**config.mk**
```make
export PLATFORM = sky130hd
export DESIGN_NAME = tk_fifo
export DESIGN_NICKNAME = d
export VERILOG_FILES = /design/src/hw/rtl/tk_pkg.sv /design/src/hw/rtl/tk_fifo.sv
export SDC_FILE = /design/constraint.sdc
export NUM_CORES = 1
export LEC_CHECK = 0
export ABC_CLOCK_PERIOD_IN_PS = 1550
export BUFFER_PORTS_ARGS = -buffer_cell sky130_fd_sc_hd__clkbuf_2
export CAP_MARGIN = 25
export CORE_ASPECT_RATIO = 1.1
export CORE_MARGIN = 1.5
export CORE_UTILIZATION = 45
export CTS_CLUSTER_DIAMETER = 200
export DETAILED_ROUTE_END_ITERATION = 7
export GPL_ROUTABILITY_DRIVEN = 0
export PLACE_DENSITY = 0.84
export REMOVE_ABC_BUFFERS = 1
export SYNTH_ARGS = -nofsm -noshare
export SYNTH_HDL_FRONTEND = slang
export SYNTH_SLANG_ARGS = --single-unit
```
**constraint.sdc**
```tcl
create_clock -name aclk -period 1.55 [get_ports aclk]
set_input_delay 0.31 -clock aclk [delete_from_list [all_inputs] [get_ports aclk]]
set_output_delay 0.31 -clock aclk [all_outputs]
set_load 0.01 [all_outputs]
```
**src/hw/rtl/tk_pkg.sv**
```systemverilog
`timescale 1ns / 1ps
// ----------------------------------------------------------------------------
// tk_pkg
// Shared constants and result type for the top-k score ranker.
// ----------------------------------------------------------------------------
package tk_pkg;

    localparam int MAX_RESULTS = 10;
    localparam int RANK_W      = 4;
    localparam int DOC_W       = 10;
    localparam int SCORE_W     = 16;
    localparam int QUEUE_DEPTH = 2;

    typedef struct packed {
        logic [RANK_W-1:0]  rank_position;
        logic [DOC_W-1:0]   doc_number;
        logic [SCORE_W-1:0] doc_score;
        logic               overflowed;
        logic               last_of_run;
    } tk_result_t;

endpackage

```
**src/hw/rtl/tk_fifo.sv**
```systemverilog
`timescale 1ns / 1ps
// ----------------------------------------------------------------------------
// tk_fifo
// Short register queue carrying ranking jobs from front to back.
// ----------------------------------------------------------------------------
module tk_fifo
    import tk_pkg::*;
#(
    parameter int WIDTH = 12
) (
    input  logic             aclk,
    input  logic             aresetn,
    input  logic             push,
    input  logic [WIDTH-1:0] push_data,
    output logic             full,
    input  logic             pop,
    output logic             not_empty,
    output logic [WIDTH-1:0] pop_data
);

    localparam int PW = (QUEUE_DEPTH > 1) ? $clog2(QUEUE_DEPTH) : 1;
    localparam int CNTW = $clog2(QUEUE_DEPTH + 1);

    logic [WIDTH-1:0] mem_reg [QUEUE_DEPTH];
    logic [PW-1:0]    wr_ptr_reg, rd_ptr_reg;
    logic [CNTW-1:0]  count_reg;
    logic             do_push, do_pop;

    assign full      = (count_reg == CNTW'(QUEUE_DEPTH));
    assign not_empty = (count_reg != '0);
    assign do_push   = push && !full;
    assign do_pop    = pop && not_empty;
    assign pop_data  = mem_reg[rd_ptr_reg];

    always_ff @(posedge aclk) begin
        if (do_push) begin
            mem_reg[wr_ptr_reg] <= push_data;
        end
        if (!aresetn) begin
            wr_ptr_reg <= '0;
            rd_ptr_reg <= '0;
            count_reg  <= '0;
        end else begin
            if (do_push) begin
                wr_ptr_reg <= (wr_ptr_reg == PW'(QUEUE_DEPTH - 1)) ? '0 : wr_ptr_reg + 1'b1;
            end
            if (do_pop) begin
                rd_ptr_reg <= (rd_ptr_reg == PW'(QUEUE_DEPTH - 1)) ? '0 : rd_ptr_reg + 1'b1;
            end
            if (do_push && !do_pop) begin
                count_reg <= count_reg + 1'b1;
            end else if (do_pop && !do_push) begin
                count_reg <= count_reg - 1'b1;
            end
        end
    end

endmodule

```
## Yosys cells after proc, flatten, opt, wreduce, memory -nomap -nowiden

Memory sizes are Yosys's and may differ from the RTL's. A register that Yosys moved wholly into a read port is not among the register bits.
Cells that the tools add are included.

| storage, ports and cells | value |
|---|---|
| bits in registers | 4 |
| RAM bits | 24 |
| output and inout bits | 14 |
| logic and storage cells | 26 |
| memories | 1 |

| cells by class | value |
|---|---|
| add/sub/neg operators | 4 |
| equal/unequal tests | 1 |
| multiplexer cells | 8 |
| reductions and logical operators | 9 |

Memories:

| name | words | width | read ports | clocked after memory_dff | write ports | line | source |
|---|---|---|---|---|---|---|---|
| mem_reg | 2 | 12 | 1 | 1 | 1 | tk_fifo.sv:24 | `logic [WIDTH-1:0] mem_reg [QUEUE_DEPTH];` |

Operators by type and width:

| cell | count |
|---|---|
| 1-bit two-way mux | 6 |
| 1-bit logical AND | 4 |
| 2-bit two-way mux | 2 |
| 2-bit nonzero test | 2 |
| 1-bit logical NOT | 3 |
| 1-bit adder, second input constant | 2 |
| 2-bit by 1-bit adder with 2-bit output, second input constant | 1 |
| 2-bit equality test, second input constant | 1 |
| 2-bit by 1-bit subtractor with 2-bit output, second input constant | 1 |

## Depth between registers and ports, before layout

| logic depth | value |
|---|---|
| word-level depth | 7 |
| gate-level depth with buffers | 7 |
| mapped depth without buffers | 7 |

## Worst setup path before layout

Ideal clock, no wire load.

| timing | value |
|---|---|
| path type | reg2reg |
| start | register count_reg[0] |
| end | memory mem_reg[0][0] (enable) |
| setup time | 0.381 ns |
| arrival | 1.136 ns |
| required time | 1.169 ns |
| slack | 0.033 ns |
| cell stages (with the launch flop) | 4 |
| path buffers | 0 |
| period minus slack after synthesis | 1.517 ns |
| path through | dfxtp_1 > nand2b_1 > inv_2 > nor3_2 |

| on the way | value |
|---|---|
| cells in the longest elaborated chain, start to end | 5 |

Ends and longest elaborated chain:

| what | line | source |
|---|---|---|
| start: declaration | tk_fifo.sv:26 | `logic [CNTW-1:0] count_reg;` |
| start signal: assignment | tk_fifo.sv:51 | `count_reg <= count_reg + 1'b1;` |
| start signal: assignment | tk_fifo.sv:53 | `count_reg <= count_reg - 1'b1;` |
| 2-bit equality test | tk_fifo.sv:29 | `assign full = (count_reg == CNTW'(QUEUE_DEPTH));` |
| via full | tk_fifo.sv:15 | `output logic full,` |
| 1-bit logical NOT | tk_fifo.sv:31 | `assign do_push = push && !full;` |
| 1-bit logical AND | tk_fifo.sv:31 |  |
| 1-bit two-way mux | tk_fifo.sv:36 | `if (do_push) begin` |
| 1-bit two-way mux (implied by the code) | tk_fifo.sv:37 | `mem_reg[wr_ptr_reg] <= push_data;` |
| end: declaration | tk_fifo.sv:24 |  |

The timed path passes the listed nets, and every way through them passes these cells.

==> reports/results.txt <==
status -> finished, violations left
failing checks -> negative setup slack
Slew @ Worst Pin -> 0.2352 ns
RSZ-0062 raised after global routing -> yes
1st-iter DRT viols -> 16
fin area -> 1514 sq um
Clk pin slew, worst setup/hold paths -> 0.09 ns
starting density of the core -> 48.24%
min cycle time layout -> 1.572 ns
Die Wd -> 50.08 um
Root Driver -> clkbuf_4
Setup CP Type -> reg2out
Final nets -> 119
Slew headroom -> 84.32%
largest net degree at the start of global routing -> 14
Top FF cell, synth -> edfxtp_1
Cell variety after synth -> 21
fmax -> 636.3 MHz
max_cap viols -> 0
Tcrit/Tclk final -> 101.4%
setup slack, reg-to-reg -> 0.05 ns
I/O pin count -> 30
Synth Area per Inst -> 17.70 sq um
YS warnings -> 0
global-route wire length before repair -> 2760 um
Routed Antenna Nets -> 0
critical path arrival -> 1.26 ns
via count -> 650
number of synthesized flops with an enable pin -> 24
Ant. Diodes -> 0
share of cells above drive strength 1 -> 61.17%
total core area -> 2275 sq um
initial antenna violation count -> 0
final setup fails -> 12
clk_lat worst skew -> 0.31 ns
Fin. Hold Viols -> 0
synth top area cells -> edfxtp_1 66%, mux2_2 12%, dfxtp_1 9.1%, and2_1 1.7%, xnor2_1 1.6%
skew final -> 0.008737 ns
hpwl dp -> 1134 um
die area -> 2744 sq um
fin util -> 66.56%
port bufs -> 29
WHS -> 0.1887 ns
share of the synthesized area in the top cell type -> 65.68%
GRT Util Overall -> 14.47%
routed length per placed instance -> 13.36 um
Largest register FFs -> 24
Post-Route WL -> 1777 um
Congestion Overflow GR -> 0
Hold WC Path Type -> in2reg
worst vdd ir -> 0.001242 V
die span in y -> 54.79 um
CTS Buf Count -> 5
CP Launch Type -> flop
DRC -> 0
Area Growth Syn to Fin -> 37.97%
WP data required -> 1.24 ns
# H-tree levels -> 2
Worst Setup Slack, final -> -0.02165 ns
setup TNS -> -0.1012 ns
synthesized flop and latch total -> 29
Yosys top cell by area -> edfxtp_1
Leak -> 0.0006203 uW
fill cell count -> 171
critical path peak fanout -> 6
Sink Count -> 29
Seq/Total Area, Yosys -> 74.80%
Syn Inst Count -> 62
vias per inst -> 4.887
CTS Buffer Depth -> 2
Core Rows -> 18
dpl cell area -> 1297 sq um
Post-synth ARST share -> 0%
Post-Synthesis Cell Area -> 1097 sq um
1st-pass router iterations -> 2
Max Slew Vio Count -> 0
TritonCTS clock tree -> yes
Tot Pwr -> 2433 uW
vias in the first global route -> 620
crit path capture type -> primary output
pwr/cell area -> 1607 nW/um^2
[layout make-up]
cell class                 count  area [sq um]  area share, %
sequential                    29         827.0          54.63
tap                           30         37.54          2.479
timing repair buffer          34         252.7          16.69
inverter                       2         10.01         0.6612
clock buffer                   6         41.29          2.727
clock inverter                 2         10.01         0.6612
multi-input combinational     30         335.3          22.15
[timing repair]
item,CTS,global route
setup buffers,0,1
gates resized for setup,15,29
setup endpoints to repair,13,13
hold buffers,0,0
pin swaps,1,3
gates cloned,1,0
[worst paths after layout]
check                                          startpoint  cells after the start                   endpoint
worst max-delay path                                 flop                      3                pop_data[5]
worst min-delay path                         push_data[6]                      1    mem_reg[1][6]$_DFFE_PP_
worst max register to register  count_reg[0]$_SDFFE_PN0P_                      6  count_reg[1]$_SDFFE_PN0P_
worst min register to register  count_reg[1]$_SDFFE_PN0P_                      2  count_reg[1]$_SDFFE_PN0P_
[layer usage]
| layer | vias to the layer above | share of wire, % | global-route usage [%] |
|---|---|---|---|
| met3 | 2 | 5.8 | 6.284 |
| li1 | 311 | - | - |
| met1 | 312 | 41 | 16.85 |
| met5 | - | 0 | 0 |
| met2 | 25 | 53 | 23.90 |
| met4 | 0 | 0.28 | 5.556 |
[report_power, final]
group	total [uW]	switching [uW]	leakage (uW)	internal [uW]
clock	407	234	0.0000320	172
sequential	1070	71.4	0.000267	1000
combinational	955	395	0.000322	560
[Yosys cell counts, types with 2 or more instances]
| cell | n |
|---|---|
| edfxtp_1 | 24 |
| mux2_2 | 12 |
| dfxtp_1 | 5 |
| and2_1 | 3 |
| xnor2_1 | 2 |
[kinds of logic (layout without fill, tap and decap cells)]
logic type,count (synthesis),in the layout,synth area share [%]
flops,29,29,74.80
mux,12,12,12.31
simple gates,9,9,5.247
compound gates,5,5,2.965
xor+xnor,3,3,2.395
buf+inv,3,44,1.139
fa+ha+maj,1,1,1.140
[cells in the final DEF, fill, tap and decap left out]
cell type and n:
or2_2 1, buf_4 3, o21ai_2 1, inv_1 1
a21boi_0 1, ha_4 1, xor2_1 1, clkbuf_2 19
nor2_2 1, dfxtp_2 2, buf_6 12, o21ai_0 1
mux2_4 12, inv_4 1, clkbuf_1 1, dfxtp_4 1
and2_1 3, dfxtp_1 2, or3_1 1, nor3_2 1
o21a_1 1, nand2b_4 1, clkinv_2 2, edfxtp_1 24
and3_1 1, a21boi_1 1, xnor2_1 2, clkbuf_4 5
[per-stage QoR]
step	cells	setup slack [ns]
2_1_floorplan	61	0.03323
3_3_place_gp	123	0.07090
3_5_place_dp	123	-0.03423
4_1_cts	132	-0.04474
5_1_grt	133	-0.06489
6_report	133	-0.02165
[worst max-delay path: stages (launching register included)]
cell and delay, ns:
dfxtp_2 0.36, buf_6 0.15, mux2_4 0.32, buf_6 0.12
Note: power is estimated with default switching activity, not from simulation.
