[config.mk]
export PLATFORM = sky130hd
export DESIGN_NAME = tk_front
export DESIGN_NICKNAME = d
export VERILOG_FILES = /design/src/hw/rtl/tk_pkg.sv /design/src/hw/rtl/tk_front.sv
export SDC_FILE = /design/constraint.sdc
export NUM_CORES = 1
export LEC_CHECK = 0
export BUFFER_PORTS_ARGS = -buffer_cell sky130_fd_sc_hd__buf_2
export CORE_MARGIN = 2
export CORE_UTILIZATION = 25
export CTS_CLUSTER_SIZE = 10
export DETAILED_ROUTE_END_ITERATION = 6
export PLACE_DENSITY = 0.54
export SETUP_SLACK_MARGIN = 0.2
export SYNTH_ARGS = -nofsm -noshare
export SYNTH_HDL_FRONTEND = slang
export SYNTH_SLANG_ARGS = --single-unit
[constraint.sdc]
create_clock -name aclk -period 2.1 [get_ports aclk]
set_clock_uncertainty 0.15 [all_clocks]
set_input_delay 0.105 -clock aclk [delete_from_list [all_inputs] [get_ports aclk]]
set_output_delay 0.105 -clock aclk [all_outputs]
set_load 0.005 [all_outputs]
[src/hw/rtl/tk_pkg.sv]
`timescale 1ns / 1ps
// ----------------------------------------------------------------------------
// tk_pkg
// Shared constants and result type for the top-k score ranker.
// ----------------------------------------------------------------------------
package tk_pkg;

    localparam int MAX_RESULTS = 10;
    localparam int RANK_W      = 4;
    localparam int DOC_W       = 10;
    localparam int SCORE_W     = 16;
    localparam int QUEUE_DEPTH = 2;

    typedef struct packed {
        logic [RANK_W-1:0]  rank_position;
        logic [DOC_W-1:0]   doc_number;
        logic [SCORE_W-1:0] doc_score;
        logic               overflowed;
        logic               last_of_run;
    } tk_result_t;

endpackage

[src/hw/rtl/tk_front.sv]
`timescale 1ns / 1ps
// ----------------------------------------------------------------------------
// tk_front
// Load side: stores incoming scores, counts the set, flags drops and
// queues a ranking job on the last item.
// ----------------------------------------------------------------------------
module tk_front
    import tk_pkg::*;
#(
    parameter int MAX_DOCS   = 1024,
    parameter int SCORE_BITS = 16
) (
    input  logic                                          aclk,
    input  logic                                          aresetn,
    input  logic                                          s_axis_tvalid,
    output logic                                          s_axis_tready,
    input  logic [SCORE_W-1:0]                            s_axis_tdata,
    input  logic                                          s_axis_tlast,
    output logic                                          wr_en,
    output logic [(MAX_DOCS > 1 ? $clog2(MAX_DOCS) : 1)-1:0] wr_addr,
    output logic [(SCORE_BITS < SCORE_W ? SCORE_BITS : SCORE_W)-1:0] wr_data,
    output logic                                          job_push,
    output logic [$clog2(MAX_DOCS + 1):0]                 job_data,
    input  logic                                          job_full,
    input  logic                                          rank_done
);

    localparam int AW      = (MAX_DOCS > 1) ? $clog2(MAX_DOCS) : 1;
    localparam int CW      = $clog2(MAX_DOCS + 1);
    localparam int STORE_W = (SCORE_BITS < SCORE_W) ? SCORE_BITS : SCORE_W;

    logic [CW-1:0] cnt_reg, cnt_next;
    logic          ovf_reg, ovf_next;
    logic          busy_reg;
    logic          accept, has_room;

    assign s_axis_tready = !busy_reg && !job_full;
    assign accept        = s_axis_tvalid && s_axis_tready;
    assign has_room      = (32'(cnt_reg) < MAX_DOCS);

    assign wr_en   = accept && has_room;
    assign wr_addr = cnt_reg[AW-1:0];
    assign wr_data = s_axis_tdata[STORE_W-1:0];

    assign cnt_next = has_room ? cnt_reg + 1'b1 : cnt_reg;
    assign ovf_next = ovf_reg || !has_room;

    assign job_push = accept && s_axis_tlast;
    assign job_data = {ovf_next, cnt_next};

    always_ff @(posedge aclk) begin
        if (!aresetn) begin
            cnt_reg  <= '0;
            ovf_reg  <= 1'b0;
            busy_reg <= 1'b0;
        end else begin
            if (accept) begin
                if (s_axis_tlast) begin
                    cnt_reg  <= '0;
                    ovf_reg  <= 1'b0;
                    busy_reg <= 1'b1;
                end else begin
                    cnt_reg <= cnt_next;
                    ovf_reg <= ovf_next;
                end
            end else if (rank_done) begin
                busy_reg <= 1'b0;
            end
        end
    end

endmodule

# --- Word level (Yosys, flattened, before mapping) ---
# Index checks and enable logic that the tools add are counted.
op_classes:
  n_reduce_logical: 10
  n_lt_le_gt_ge: 1
  muxes: 6
  addsub: 1
  n_eq_ne: 1
ops:
  columns: ["operator", "n"]
  rows:
  - ["$mux 11", 2]
  - ["$add 11x1->11 const B", 1]
  - ["$lt 11x11->1 const B", 1]
  - ["$logic_and 1x1->1", 4]
  - ["$mux 1", 4]
  - ["$logic_not 1->1", 3]
  - ["$ne 2x2->1 const B", 1]
  - ["$reduce_and 2->1", 1]
  - ["$reduce_bool 2->1", 1]
  - ["$logic_or 1x1->1", 1]
totals:
  regBits: 13
  word_cells: 22
  output_inout_bits: 41
  in_bits: 22

# --- Longest topological paths before layout ---
logic_depth:
  depth_word: 5
  ltp_mapped: 6
  mapped_depth_nobuf: 5

# --- Least setup slack after synthesis ---
# Ideal clock, no wire load.
synth_path:
  kind: "register to register"
  startpoint: "reg cnt_reg[0]"
  endpoint: "reg cnt_reg[6]"
  stages_incl_launch_ff: 7
  synth_period_minus_slack_ps: 1689
  setup_ps: 70
  path_buffers: 1
  setup_slack_ps: 411
  t_arrival_ps: 1469
  t_required_ps: 1880
  path_cell_list: "dfxtp_1 ha_1 and4b_1 buf_2 nand3_1 or3_1 a21boi_1"
synth_via:
  elab_chain_cells: 3
  elab_cells_between_ends: 4
  cone_classes: "add/sub (1); order compare (1); mux (2)"
synth_rtl:
  columns: ["item", "line", "source"]
  rows:
  - ["start, declared", "tk_front.sv:32", "logic [CW-1:0] cnt_reg, cnt_next;"]
  - ["start signal, assigned", "tk_front.sv:63", "cnt_reg <= cnt_next;"]
  - ["$add 11x1->11 or $lt 11x11->1 (tied branches)", "tk_front.sv:45, tk_front.sv:39", null]
  - ["$mux 11 *", "tk_front.sv:45", "assign cnt_next = has_room ? cnt_reg + 1'b1 : cnt_reg;"]
  - ["$mux 11 *", "tk_front.sv:58", "if (s_axis_tlast) begin"]
# Mark *: on every way between the ends. The rest lies on a longest branch, timed or not.
# A chain may end at the register's enable or synchronous reset.

# --- Final worst setup path ---
layout_path:
  startpoint: "reg cnt_reg[0]"
  endpoint: "out job_data[6]"
layout_via:
  elab_chain_cells: 2
  elab_cells_between_ends: 3
  cone_classes: "add/sub (1); order compare (1); mux (1)"
layout_rtl:
  columns: ["item", "line", "source"]
  rows:
  - ["$add 11x1->11 or $lt 11x11->1 (tied branches)", "tk_front.sv:45, tk_front.sv:39", null]
  - ["$mux 11 *", "tk_front.sv:45", null]
  - ["end, declared", "tk_front.sv:23", "output logic [$clog2(MAX_DOCS + 1):0] job_data,"]
# Marked as above.

==> impl_metrics.tcl <==
set metrics [dict create \
    status "complete, no violations" \
    worst_slew_pin_slew_ns 0.3639 \
    critPathArrivalTime_ns 1.54 \
    largest_reg_flops 11 \
    grt_start_max_net_pins 16 \
    fin_crit_sh_pct 85.32 \
    critical_path.max_fanout 6 \
    htreeDepth 1 \
    rows 23 \
    holdPathEnd "wr_data[11]" \
    place_area_sq_um 1011 \
    cts_made_buffers 3 \
    clock.fmax_mhz 558.1 \
    end_kind "output port" \
    grt_pass1_wl_microns 3463 \
    first_pass_iters 4 \
    reg2reg_depth 5 \
    clock-root-buffer "clkbuf_8" \
    initial_core_util_pct 25.55 \
    drt-total-wl_microns 2303 \
    drv_cap 0 \
    fin_nets 152 \
    die_w_microns 67.48 \
    setup_viol 0 \
    syn_area_sq_um 1007 \
    worstSetupStartpointType "register" \
    rsz0062_at_grt "no" \
    synthCells 121 \
    io_buffers 30 \
    hpwl_microns 1695 \
    ys_warn_count 0 \
    track_usage_pct 10.11 \
    syn_to_final_growth_pct 8.447 \
    gp_congestion 0.7729 \
    die_h_microns 67.48 \
    fin_crit_ns 1.792 \
    syn_area_per_cell_sq_um 8.324 \
    multiInputGateArea_sq_um 524.3 \
    whs_path_depth 0 \
    yosysSeqAreaShare_pct 25.84 \
    max-vdd-ir-drop_mv 0.3764 \
    cts_buffer_depth 2 \
    finalInstanceArea_sq_um 1092 \
    vias_per_cell 4.624 \
    n_fill_cell 431 \
    seq_area_sq_um 262.8 \
    synthDistinctLibCells 37 \
    timing_worst_setup_path_type "register to output port" \
    r2r-start "cnt_reg[0]" \
    final-hold-violation-count 0 \
    layout_common_cells "30 x buf_2, 11 x dfxtp_1, 7 x o21ai_0" \
    worstSkewPairLatency_ns 0.24 \
    clkTransAtPathRegs_ns 0.06 \
    route.vias.total 823 \
    ant_nets 0 \
    yosys_register_bits 13 \
    grt_pass1_vias 738 \
    drc 0 \
    synth_nets 144 \
    avgRoutedWirePerCell_microns 12.94 \
    maxSlewHeadroom_pct 75.74 \
    core_area_sq_um 3943 \
    slew_violations 0 \
    fin_tns_setup_ns 0 \
    drt_iter0_markers 31 \
    layout_commonest_cell "buf_2" \
    cts_tree "done" \
    clock_sinks 13 \
    grt.overflow.total 0 \
    holdCritPathClass "input pin to output port" \
    r2r_end "cnt_reg[6]" \
    p_leak_uw 0.0004921 \
    die_area_sq_um 4553 \
    hold_start "s_axis_tdata[11]" \
    n_antenna_cell 0 \
    p_per_area_nw_per_um2 480.0 \
    antenna_found_initial 0 \
    final_layout_size_suffix_gt1_share_pct 38.28 \
    crit_required_ns 1.85 \
    r2r_slack_ns 0.37 \
    io_pins 63 \
]
## worst max path at each step
stage / startpoint / end / slack, ns
floorplan: cnt_reg[0] / cnt_reg[6] / 0.41
global placement: cnt_reg[0] / cnt_reg[6] / 0.36
detailed placement: cnt_reg[0] / cnt_reg[6] / 0.27
CTS: cnt_reg[0] / job_data[6] / 0.21
global route: cnt_reg[0] / job_data[6] / 0.21
finish: cnt_reg[0] / job_data[6] / 0.31
## worst max-delay path: stages (launching register included)
cell	delay, ns
dfxtp_2	0.38
ha_2	0.21
and4b_2	0.29
nand3_1	0.13
xnor2_1	0.16
buf_2	0.13
## routing by layer
layer  part of all wire [%]  wire length, microns  track usage [%]  vias up
met1                     46                  1060            12.21      387
met4                      0                     0            2.296        0
met2                     46                  1067            16.18       31
met3                    7.6                   175            4.833        0
met5                      0                     0                0        -
li1                       -                     -                -      405
## synthesized netlist by cell type
cell type  count  area, sq um
and4_4         1        11.26
nand3_4        1        17.52
a31o_2         1        8.760
or3_1          4        25.02
xnor2_1        5        43.79
xor2_1         4        35.03
or4_1          1        7.510
nor3b_2        1        12.51
nand3b_1       1        7.510
nor2_1         6        22.52
a31o_1         1        8.760
or3b_1         1        8.760
and4b_1        3        30.03
clkbuf_1       3        11.26
dfxtp_1       13        260.3
o21ai_1        1        5.000
a21boi_0       2        15.01
a21oi_1        2        10.01
buf_4         27        202.7
a31oi_1        2        12.51
nand2_1        5        18.77
o311ai_0       1        8.760
or2_2          1        6.260
o31ai_1        1        7.510
inv_1          2        7.510
mux2_2         1        11.26
nand3_1        4        20.02
nand2b_1       3        18.77
ha_1           1        12.51
nor2b_1        4        25.02
and3b_1        1        8.760
a21boi_1       4        30.03
nand4b_1       2        17.52
a22oi_1        1        7.510
buf_2          2        10.01
and2_1         1        6.260
o21ai_0        7        35.03
## layout make-up
cell class                      count  area share (%)
Clock buffer                        4           4.124
Timing Repair Buffer               35           17.41
Sequential cell                    13           24.05
Tap cell                           50           5.727
Inverter                            2          0.6873
Multi-Input combinational cell     74           48.00
## stage by stage
stage | cells | worst slack [ns] | utilization (%) | hold WS (ns) | total power, uW
final | 178 | 0.3083 | 27.71 | 0.06000 | 524.4
after global routing | 178 | 0.2143 | 27.71 | 0.06001 | 542.4
after CTS | 176 | 0.2055 | 27.07 | 0.06003 | 530.1
after detailed placement | 171 | 0.2691 | 25.64 | 0.06003 | 299.8
after global placement | 171 | 0.3599 | 25.64 | 0.06003 | 299.7
after floorplan | 121 | 0.4111 | - | 0.08691 | 305.9
## kinds of logic after synthesis
family                   after synthesis  synth area share, %
flip-flops                            13                25.84
AO/OA/AOI/OAI                         23                14.78
buffers and inverters                 34                22.98
multiplexers                           1                1.118
AND/OR/NAND/NOR                       40                26.21
XOR/XNOR                               9                7.826
adder cells (fa/ha/maj)                1                1.242
## repair_timing
| item | 4_1_cts | 5_1_grt |
|---|---|---|
| endpoints found under the hold margin | 1 | 0 |
| hold buffers | 1 | 0 |
| setup buffers | 0 | 2 |
| endpoints found under the setup margin | 1 | 4 |
| gates resized for setup | 1 | 5 |
| pin swaps | 0 | 1 |
## where the power goes
part	internal (uW)	switching [uW]	leakage (uW)	total [uW]
Combinational	19.8	24.5	0.000364	44.3
Clock	134	94.5	0.0000228	229
Sequential	249	2.64	0.000106	251
Total	403	122	0.000492	524
Power figures use the tool's default switching activity.
