**config.mk**
```make
export PLATFORM = sky130hd
export DESIGN_NAME = tk_back
export DESIGN_NICKNAME = d
export VERILOG_FILES = /design/src/hw/rtl/tk_pkg.sv /design/src/hw/rtl/tk_back.sv
export SDC_FILE = /design/constraint.sdc
export NUM_CORES = 1
export LEC_CHECK = 0
export ABC_CLOCK_PERIOD_IN_PS = 4700
export BUFFER_PORTS_ARGS = -buffer_cell sky130_fd_sc_hd__buf_2
export CORE_AREA = 5 5 119 121
export DETAILED_ROUTE_END_ITERATION = 10
export DIE_AREA = 0 0 124 126
export PLACE_DENSITY = 0.69
export RECOVER_POWER = 50
export SLEW_MARGIN = 20
export SYNTH_ARGS = -nofsm -noshare
export SYNTH_HDL_FRONTEND = slang
export SYNTH_SLANG_ARGS = --single-unit
```
**constraint.sdc**
```tcl
create_clock -name aclk -period 4.7 [get_ports aclk]
set_clock_uncertainty 0.1 [all_clocks]
set_input_delay 0.94 -clock aclk [delete_from_list [all_inputs] [get_ports aclk]]
set_output_delay 0.94 -clock aclk [all_outputs]
set_load 0.02 [all_outputs]
```
**src/hw/rtl/tk_pkg.sv**
```systemverilog
`timescale 1ns / 1ps
// ----------------------------------------------------------------------------
// tk_pkg
// Shared constants and result type for the top-k score ranker.
// ----------------------------------------------------------------------------
package tk_pkg;

    localparam int MAX_RESULTS = 10;
    localparam int RANK_W      = 4;
    localparam int DOC_W       = 10;
    localparam int SCORE_W     = 16;
    localparam int QUEUE_DEPTH = 2;

    typedef struct packed {
        logic [RANK_W-1:0]  rank_position;
        logic [DOC_W-1:0]   doc_number;
        logic [SCORE_W-1:0] doc_score;
        logic               overflowed;
        logic               last_of_run;
    } tk_result_t;

endpackage

```
**src/hw/rtl/tk_back.sv**
```systemverilog
`timescale 1ns / 1ps
// ----------------------------------------------------------------------------
// tk_back
// Ranking side: for each rank, scans the stored set for the largest
// (score, doc) key below the previous pick and emits it.
// ----------------------------------------------------------------------------
module tk_back
    import tk_pkg::*;
#(
    parameter int MAX_DOCS   = 1024,
    parameter int TOP_K      = 10,
    parameter int SCORE_BITS = 16
) (
    input  logic                                          aclk,
    input  logic                                          aresetn,
    input  logic                                          job_valid,
    input  logic [$clog2(MAX_DOCS + 1):0]                 job_data,
    output logic                                          job_pop,
    output logic                                          rd_en,
    output logic [(MAX_DOCS > 1 ? $clog2(MAX_DOCS) : 1)-1:0] rd_addr,
    input  logic [(SCORE_BITS < SCORE_W ? SCORE_BITS : SCORE_W)-1:0] rd_data,
    output logic                                          rank_done,
    output logic                                          res_valid,
    input  logic                                          res_ready,
    output tk_result_t                                    res
);

    localparam int AW      = (MAX_DOCS > 1) ? $clog2(MAX_DOCS) : 1;
    localparam int CW      = $clog2(MAX_DOCS + 1);
    localparam int STORE_W = (SCORE_BITS < SCORE_W) ? SCORE_BITS : SCORE_W;
    localparam int KLIM    = (TOP_K < MAX_RESULTS) ? TOP_K : MAX_RESULTS;

    typedef enum logic [1:0] {
        S_IDLE,
        S_SCAN,
        S_DRAIN,
        S_EMIT
    } state_t;

    state_t             state_reg;
    logic [CW-1:0]      n_reg;
    logic               ovf_reg;
    logic [RANK_W-1:0]  k_reg, r_reg;
    logic [AW-1:0]      addr_reg, last_addr;
    logic               rd_valid_reg;
    logic [AW-1:0]      rd_idx_reg;
    logic               found_reg, have_prev_reg;
    logic [STORE_W-1:0] best_s_reg, prev_s_reg;
    logic [AW-1:0]      best_idx_reg, prev_idx_reg;
    logic               done_reg;
    logic               out_valid_reg;
    tk_result_t         out_reg;

    logic [CW-1:0]          job_cnt;
    logic [RANK_W-1:0]      job_k;
    logic                   eligible, take;
    logic                   slot_free;
    logic [DOC_W+AW-1:0]    doc_ext;
    logic [SCORE_W+STORE_W-1:0] score_ext;

    assign job_cnt = job_data[CW-1:0];
    assign job_k   = (32'(job_cnt) < KLIM) ? RANK_W'(job_cnt) : RANK_W'(KLIM);
    assign job_pop = (state_reg == S_IDLE) && job_valid;

    assign last_addr = AW'(n_reg - 1'b1);
    assign rd_en     = (state_reg == S_SCAN);
    assign rd_addr   = addr_reg;

    // keys are unique since doc numbers are; strictly below previous pick
    assign eligible = !have_prev_reg || (rd_data < prev_s_reg) ||
                      ((rd_data == prev_s_reg) && (rd_idx_reg < prev_idx_reg));
    // later docs arrive later, so >= on score gives the higher doc on ties
    assign take = rd_valid_reg && eligible && (!found_reg || rd_data >= best_s_reg);

    assign slot_free = !out_valid_reg || res_ready;
    assign doc_ext   = {{DOC_W{1'b0}}, best_idx_reg};
    assign score_ext = {{SCORE_W{1'b0}}, best_s_reg};

    assign rank_done = done_reg;
    assign res_valid = out_valid_reg;
    assign res       = out_reg;

    always_ff @(posedge aclk) begin
        if (!aresetn) begin
            state_reg     <= S_IDLE;
            rd_valid_reg  <= 1'b0;
            found_reg     <= 1'b0;
            have_prev_reg <= 1'b0;
            done_reg      <= 1'b0;
            out_valid_reg <= 1'b0;
        end else begin
            done_reg <= 1'b0;
            if (res_ready) begin
                out_valid_reg <= 1'b0;
            end

            if (take) begin
                found_reg    <= 1'b1;
                best_s_reg   <= rd_data;
                best_idx_reg <= rd_idx_reg;
            end

            case (state_reg)
                S_IDLE: begin
                    if (job_valid) begin
                        n_reg         <= job_cnt;
                        ovf_reg       <= job_data[CW];
                        k_reg         <= job_k;
                        r_reg         <= '0;
                        addr_reg      <= '0;
                        found_reg     <= 1'b0;
                        have_prev_reg <= 1'b0;
                        if (job_k == '0) begin
                            done_reg <= 1'b1;
                        end else begin
                            state_reg <= S_SCAN;
                        end
                    end
                end
                S_SCAN: begin
                    rd_valid_reg <= 1'b1;
                    rd_idx_reg   <= addr_reg;
                    if (addr_reg == last_addr) begin
                        state_reg <= S_DRAIN;
                    end else begin
                        addr_reg <= addr_reg + 1'b1;
                    end
                end
                S_DRAIN: begin
                    rd_valid_reg <= 1'b0;
                    state_reg    <= S_EMIT;
                end
                S_EMIT: begin
                    if (slot_free) begin
                        out_valid_reg          <= 1'b1;
                        out_reg.rank_position  <= r_reg;
                        out_reg.doc_number     <= doc_ext[DOC_W-1:0];
                        out_reg.doc_score      <= score_ext[SCORE_W-1:0];
                        out_reg.overflowed     <= ovf_reg;
                        out_reg.last_of_run    <= (r_reg == k_reg - 1'b1);
                        prev_s_reg             <= best_s_reg;
                        prev_idx_reg           <= best_idx_reg;
                        have_prev_reg          <= 1'b1;
                        found_reg              <= 1'b0;
                        r_reg                  <= r_reg + 1'b1;
                        addr_reg               <= '0;
                        if (r_reg == k_reg - 1'b1) begin
                            done_reg  <= 1'b1;
                            state_reg <= S_IDLE;
                        end else begin
                            state_reg <= S_SCAN;
                        end
                    end
                end
                default: begin
                    state_reg <= S_IDLE;
                end
            endcase
        end
    end

endmodule

```
---- Word-level counts from Yosys, hierarchy flattened ----
Index checks and enable logic that the tools add are counted.
word-level totals
  flip-flop bits (word level) ............. 104
  bits in latches ......................... 0
  bits in writable memories ............... 0
  ROM bits ................................ 0
  input bits .............................. 32
  output and inout port bits .............. 46
  word-level logic and storage cells ...... 92
  memories kept ........................... 0
cells by class
  add/subtract/negate cells ............... 4
  multiply operators ...................... 0
  divide/modulo/power cells ............... 0
  $lt $le $gt $ge ......................... 4
  equality and inequality tests ........... 11
  shift operators ......................... 0
  multiplexer cells ....................... 30
  bitwise logic cells ..................... 0
  reduce and logical (&&, ||, !) cells .... 24
operators by type and width
  kind                                                  count
  2-to-1 mux 10 bit                                     3
  case mux 10 bit (3 select lines)                      1
  == test 16 bit                                        1
  greater-or-equal comparator 16 bit                    1
  < comparator 16 bit                                   1
  2-to-1 mux 1 bit                                      13
  2-to-1 mux 4 bit                                      3
  < comparator 11 x 4 -> 1 bit (second input constant)  1
  adder 10 x 1 -> 10 bit (second input constant)        1
  == test 10 bit                                        1
  < comparator 10 bit                                   1
  subtractor 10 x 1 -> 10 bit (second input constant)   1
  AND reduction 3 bit                                   3
  2-to-1 mux 2 bit                                      4
  inequality test 2 bit (second input constant)         4
  case mux 1 bit (2 select lines)                       4
  case mux 2 bit (4 select lines)                       1
  case mux 4 bit (2 select lines)                       1
  AND reduction 4 bit                                   2
  AND reduction 5 bit                                   1
  adder 4 x 1 -> 4 bit (second input constant)          1
  == test 2 bit (second input constant)                 2
  == test 4 bit                                         1
  logical AND 1 bit                                     4
  10 further kinds                                      17

---- Logic depth before layout (Yosys ltp) ----
  depth after elaboration ................. 8
  mapped depth ............................ 10
  gate-level depth less buffers ........... 9

---- Least setup slack after synthesis ----
OpenSTA, ideal clock, no wires.
  path kind ............................... input -> register
  start ................................... input port rd_data[1] in the netlist's numbering
  end ..................................... register best_idx_reg[0] (enable)
  data arrival time ....................... 3839 ps
  data required time ...................... 4158 ps
  setup slack ............................. 319 ps
  stages .................................. 8
  path buffers ............................ 0
  cell sequence ........................... ha_1 -> nor2b_1 -> o21a_1 -> o21a_1 -> o21ai_0 -> o211a_1 -> o31ai_1 -> nor3_1
on the way
  longest elaborated chain between the ends .. 6
RTL lines
  item                                                          RTL line                      RTL
  from (decl)                                                   tk_back.sv:21                 input logic [(SCORE_BITS < SCORE_W ? SCORE_BITS : SCORE_W)-1:0] rd_data,
  < comparator 16 bit / == test 16 bit (equally long branches)  tk_back.sv:70, tk_back.sv:71
  logical OR 1 bit / logical AND 1 bit (equally long branches)  tk_back.sv:70, tk_back.sv:71
  logical OR 1 bit                                              tk_back.sv:70                 assign eligible = !have_prev_reg || (rd_data < prev_s_reg) ||
  logical AND 1 bit                                             tk_back.sv:73                 assign take = rd_valid_reg && eligible && (!found_reg || rd_data >= best_s_reg);
  logical AND 1 bit *                                           tk_back.sv:73
  AND reduction 2 bit (no source line) *                        --
  to (signal assigned)                                          tk_back.sv:100                best_idx_reg <= rd_idx_reg;
  to (decl)                                                     tk_back.sv:49                 logic [AW-1:0] best_idx_reg, prev_idx_reg;
Mark *: on every way between the ends. The rest lies on a longest branch, timed or not.
A chain may end at the register's enable or synchronous reset.

---- Worst setup path after layout ----
  start ................................... input port rd_data[1] in the netlist's numbering
  end ..................................... register best_s_reg[8] (enable)
on the way
  longest elaborated chain between the ends .. 6
RTL lines
  item                                                          RTL line                      RTL
  < comparator 16 bit / == test 16 bit (equally long branches)  tk_back.sv:70, tk_back.sv:71
  logical OR 1 bit / logical AND 1 bit (equally long branches)  tk_back.sv:70, tk_back.sv:71
  logical OR 1 bit                                              tk_back.sv:70
  logical AND 1 bit                                             tk_back.sv:73
  logical AND 1 bit *                                           tk_back.sv:73
  AND reduction 2 bit (no source line) *                        --
  to (signal assigned)                                          tk_back.sv:99                 best_s_reg <= rd_data;
  to (decl)                                                     tk_back.sv:48                 logic [STORE_W-1:0] best_s_reg, prev_s_reg;
Marked as above.

==> flow_summary.ini <==
[yosys]
synth_top_area_share_pct = 57.3
async_flop_share_pct = 0
post_synth_top_flop = sky130_fd_sc_hd__edfxtp_1
yosysMostFrequentCell = sky130_fd_sc_hd__edfxtp_1
yosys_warnings = 0
synth_common_cells = sky130_fd_sc_hd__edfxtp_1, sky130_fd_sc_hd__inv_1, sky130_fd_sc_hd__ha_1
synth.yosys.seq_area_share_pct = 60.0
ys_types = 45
synth_cells = 391
synthDominantAreaCellType = sky130_fd_sc_hd__edfxtp_1
synth_top_cells_by_area = sky130_fd_sc_hd__edfxtp_1, sky130_fd_sc_hd__ha_1, sky130_fd_sc_hd__inv_1
synthesis.nets = 473
syn_area_sq_um = 5090
postSynthRegisterBits = 104
post_syn_area_per_cell_sq_um = 13.0
synth_enable_flop_cells = 97

[clocking]
cts.root.buffer_cell = sky130_fd_sc_hd__clkbuf_16
post-cts-setup-buffer-count = 0
clk_transition_reported_paths_ns = 0.07
depth_of_the_cts_h_tree = 3
cts.path.max_buffers = 2
tritoncts_num_sinks = 104
cts_hold_repair.buffers = 0
ctsResizeCount = 0
clkLatencyLatePin_ns = 0.35
cts_tree = yes
tritoncts.num_buffers = 9

[final_layout]
share_of_cells_above_drive_strength_1_pct = 14.5
design.final.nets = 561
antenna-diode-count = 0
number_of_flip_flops_under_the_largest_register_name = 32
filler_cell_count_in_the_final_layout = 1204
flow.area_growth_from_synthesis_pct = 17.1
instances_no_fill = 660

[global_routing]
antenna_violations_before_repair = 0
grt_busiest_layer = met2
grt_pass1_wl_mm = 16.1
grt.met3_usage_pct = 3.23
use_met2_pct = 21.6
global_route.usage.met1_pct = 17.3
grt_start_max_net_pins = 33
overflow = 0
grt_pass1_vias = 3290
grt_util_all_layers_pct = 13.1

[timing]
worst-slew-pin-transition_ns = 0.775
layout_min_cycle_time_ns = 3.28
finalSetupViolations = 0
timing.final.hold_violations = 0
finalCritPeriodShare_pct = 69.7
final_max_slew_viol_count = 0
max_clock_freq_ghz = 0.305
rsz0062_at_grt = no
maxSlewHeadroom_pct = 48.0
finalSetupTns_ns = 0

[critical_path]
crit_fanout = 10
startpoint_type = input pin
criticalPathCategory = in -> reg
rr_startpoint = res[3]
crit_required_ns = 4.65
cp-startpoint = rd_data[1]
capturing_element_type_of_the_critical_path = register
worst-endpoint-arrival_ns = 3.23

[floorplan]
die_area_sq_um = 15600
rows = 42
die-width_microns = 124
initial_utilization_pct = 39.2
fp.coreArea_sq_um = 13000
floorplan.io_pins = 78
dieHeight_microns = 126

[hold_path]
hold_path.class = reg -> reg
worstHoldStart = best_idx_reg[3]

[placed_design]
dp.final_hpwl_mm = 7.69
port_buffers = 77
place.gp.congestion = 0.799
dp_cells = 644

[detailed_routing]
detail_route.wirelength_mm = 9.81
via_per_inst = 4.88
route.detailed.wl_per_inst_microns = 14.9
number_of_drc_violations_after_detailed_routing = 0
drt_first_iter_violations = 223
ant_nets = 0
first_pass_iters = 4
routed-via-count = 3220

[flow_run]
drv.max_cap_violation_count = 0

[power_and_ir_drop]
vdd_ir_drop_max_mv = 0.284
p_leak_uw = 0.00240
cellPowerDensity_nw_per_um2 = 454

[status]
result_of_the_run = complete, no violations
[placed cells by master (no fill, tap or decap), types with 3 or more instances in the layout]
| master | count |
|---|---|
| sky130_fd_sc_hd__a211oi_1 | 4 |
| sky130_fd_sc_hd__a21o_1 | 10 |
| sky130_fd_sc_hd__a21oi_1 | 17 |
| sky130_fd_sc_hd__and3_1 | 7 |
| sky130_fd_sc_hd__buf_2 | 41 |
| sky130_fd_sc_hd__buf_4 | 4 |
| sky130_fd_sc_hd__clkbuf_1 | 36 |
| sky130_fd_sc_hd__clkbuf_16 | 9 |
| sky130_fd_sc_hd__clkinv_4 | 3 |
| sky130_fd_sc_hd__dfxtp_1 | 7 |
| sky130_fd_sc_hd__edfxtp_1 | 97 |
| sky130_fd_sc_hd__ha_1 | 50 |
| sky130_fd_sc_hd__inv_1 | 54 |
| sky130_fd_sc_hd__nand2_1 | 8 |
| sky130_fd_sc_hd__nand2b_1 | 4 |
| sky130_fd_sc_hd__nand3_1 | 12 |
| sky130_fd_sc_hd__nand3b_1 | 3 |
| sky130_fd_sc_hd__nand4_1 | 8 |
| sky130_fd_sc_hd__nor2_1 | 24 |
| sky130_fd_sc_hd__nor2b_1 | 3 |
| sky130_fd_sc_hd__nor3_1 | 3 |
| sky130_fd_sc_hd__nor4_1 | 3 |
| sky130_fd_sc_hd__o21ai_0 | 11 |
| sky130_fd_sc_hd__xnor2_1 | 14 |
| sky130_fd_sc_hd__xor2_1 | 16 |
[power breakdown]
| part | leakage [uW] | internal [uW] | switching, uW |
|---|---|---|---|
| clock network | 0.000144 | 371 | 351 |
| registers | 0.000946 | 1210 | 127 |
| logic | 0.00131 | 252 | 398 |
| total | 0.00240 | 1830 | 876 |
[area by class of cell]
type / count / area (sq um) / share of cell area [%]
clock inverters: 7 / 62.6 / 1.05
clock buffers: 9 / 225 / 3.78
flip-flops and latches: 104 / 3050 / 51.2
well taps: 176 / 220 / 3.70
multi-input cells: 228 / 1820 / 30.5
inverters: 55 / 206 / 3.47
repair buffers: 81 / 370 / 6.22
[per-layer routing]
layer | wire length (microns) | part of all wire, %
met1 | 4480 | 46
met2 | 4720 | 48
met3 | 504 | 5.1
met4 | 109 | 1.1
met5 | 0 | 0
[path summary, 6_finish.rpt]
path,to,slack (ns),cells past startpoint
min reg2reg,res[21],0.32,0
max,best_s_reg[8],1.42,10
min,res[21],0.32,0
max reg2reg,best_s_reg[8],1.75,10
[cells by family after synthesis]
group	synth area share [%]
flops	60.0
compound gates	7.31
simple gates	10.1
xor+xnor	5.71
fa+ha+maj	12.3
buf+inv	4.40
mux	0.197
[per-stage QoR]
| step | worst slack [ns] | hold slack (ns) | power (uW) | area, sq um | util, % |
|---|---|---|---|---|---|
| floorplan | 0.319 | 0.300 | 1790 | 5090 | - |
| global placement | 1.11 | 0.301 | 1980 | 5710 | 44.0 |
| detailed placement | 0.999 | 0.307 | 2020 | 5710 | 44.0 |
| CTS | 1.36 | 0.323 | 2740 | 6000 | 46.2 |
| global route | 1.23 | 0.330 | 2860 | 5960 | 45.9 |
| finish | 1.42 | 0.322 | 2700 | 5960 | 45.9 |
[worst max-delay path: stages]
cell and delay [ns]:
sky130_fd_sc_hd__clkbuf_1 0.11, sky130_fd_sc_hd__ha_1 0.31, sky130_fd_sc_hd__nor2b_1 0.13, sky130_fd_sc_hd__o21a_1 0.16
sky130_fd_sc_hd__o21a_1 0.16, sky130_fd_sc_hd__o21ai_0 0.18, sky130_fd_sc_hd__o211a_1 0.19, sky130_fd_sc_hd__o31ai_1 0.09
sky130_fd_sc_hd__nor3_2 0.64, sky130_fd_sc_hd__buf_4 0.31
(Power assumes the default switching activity.)
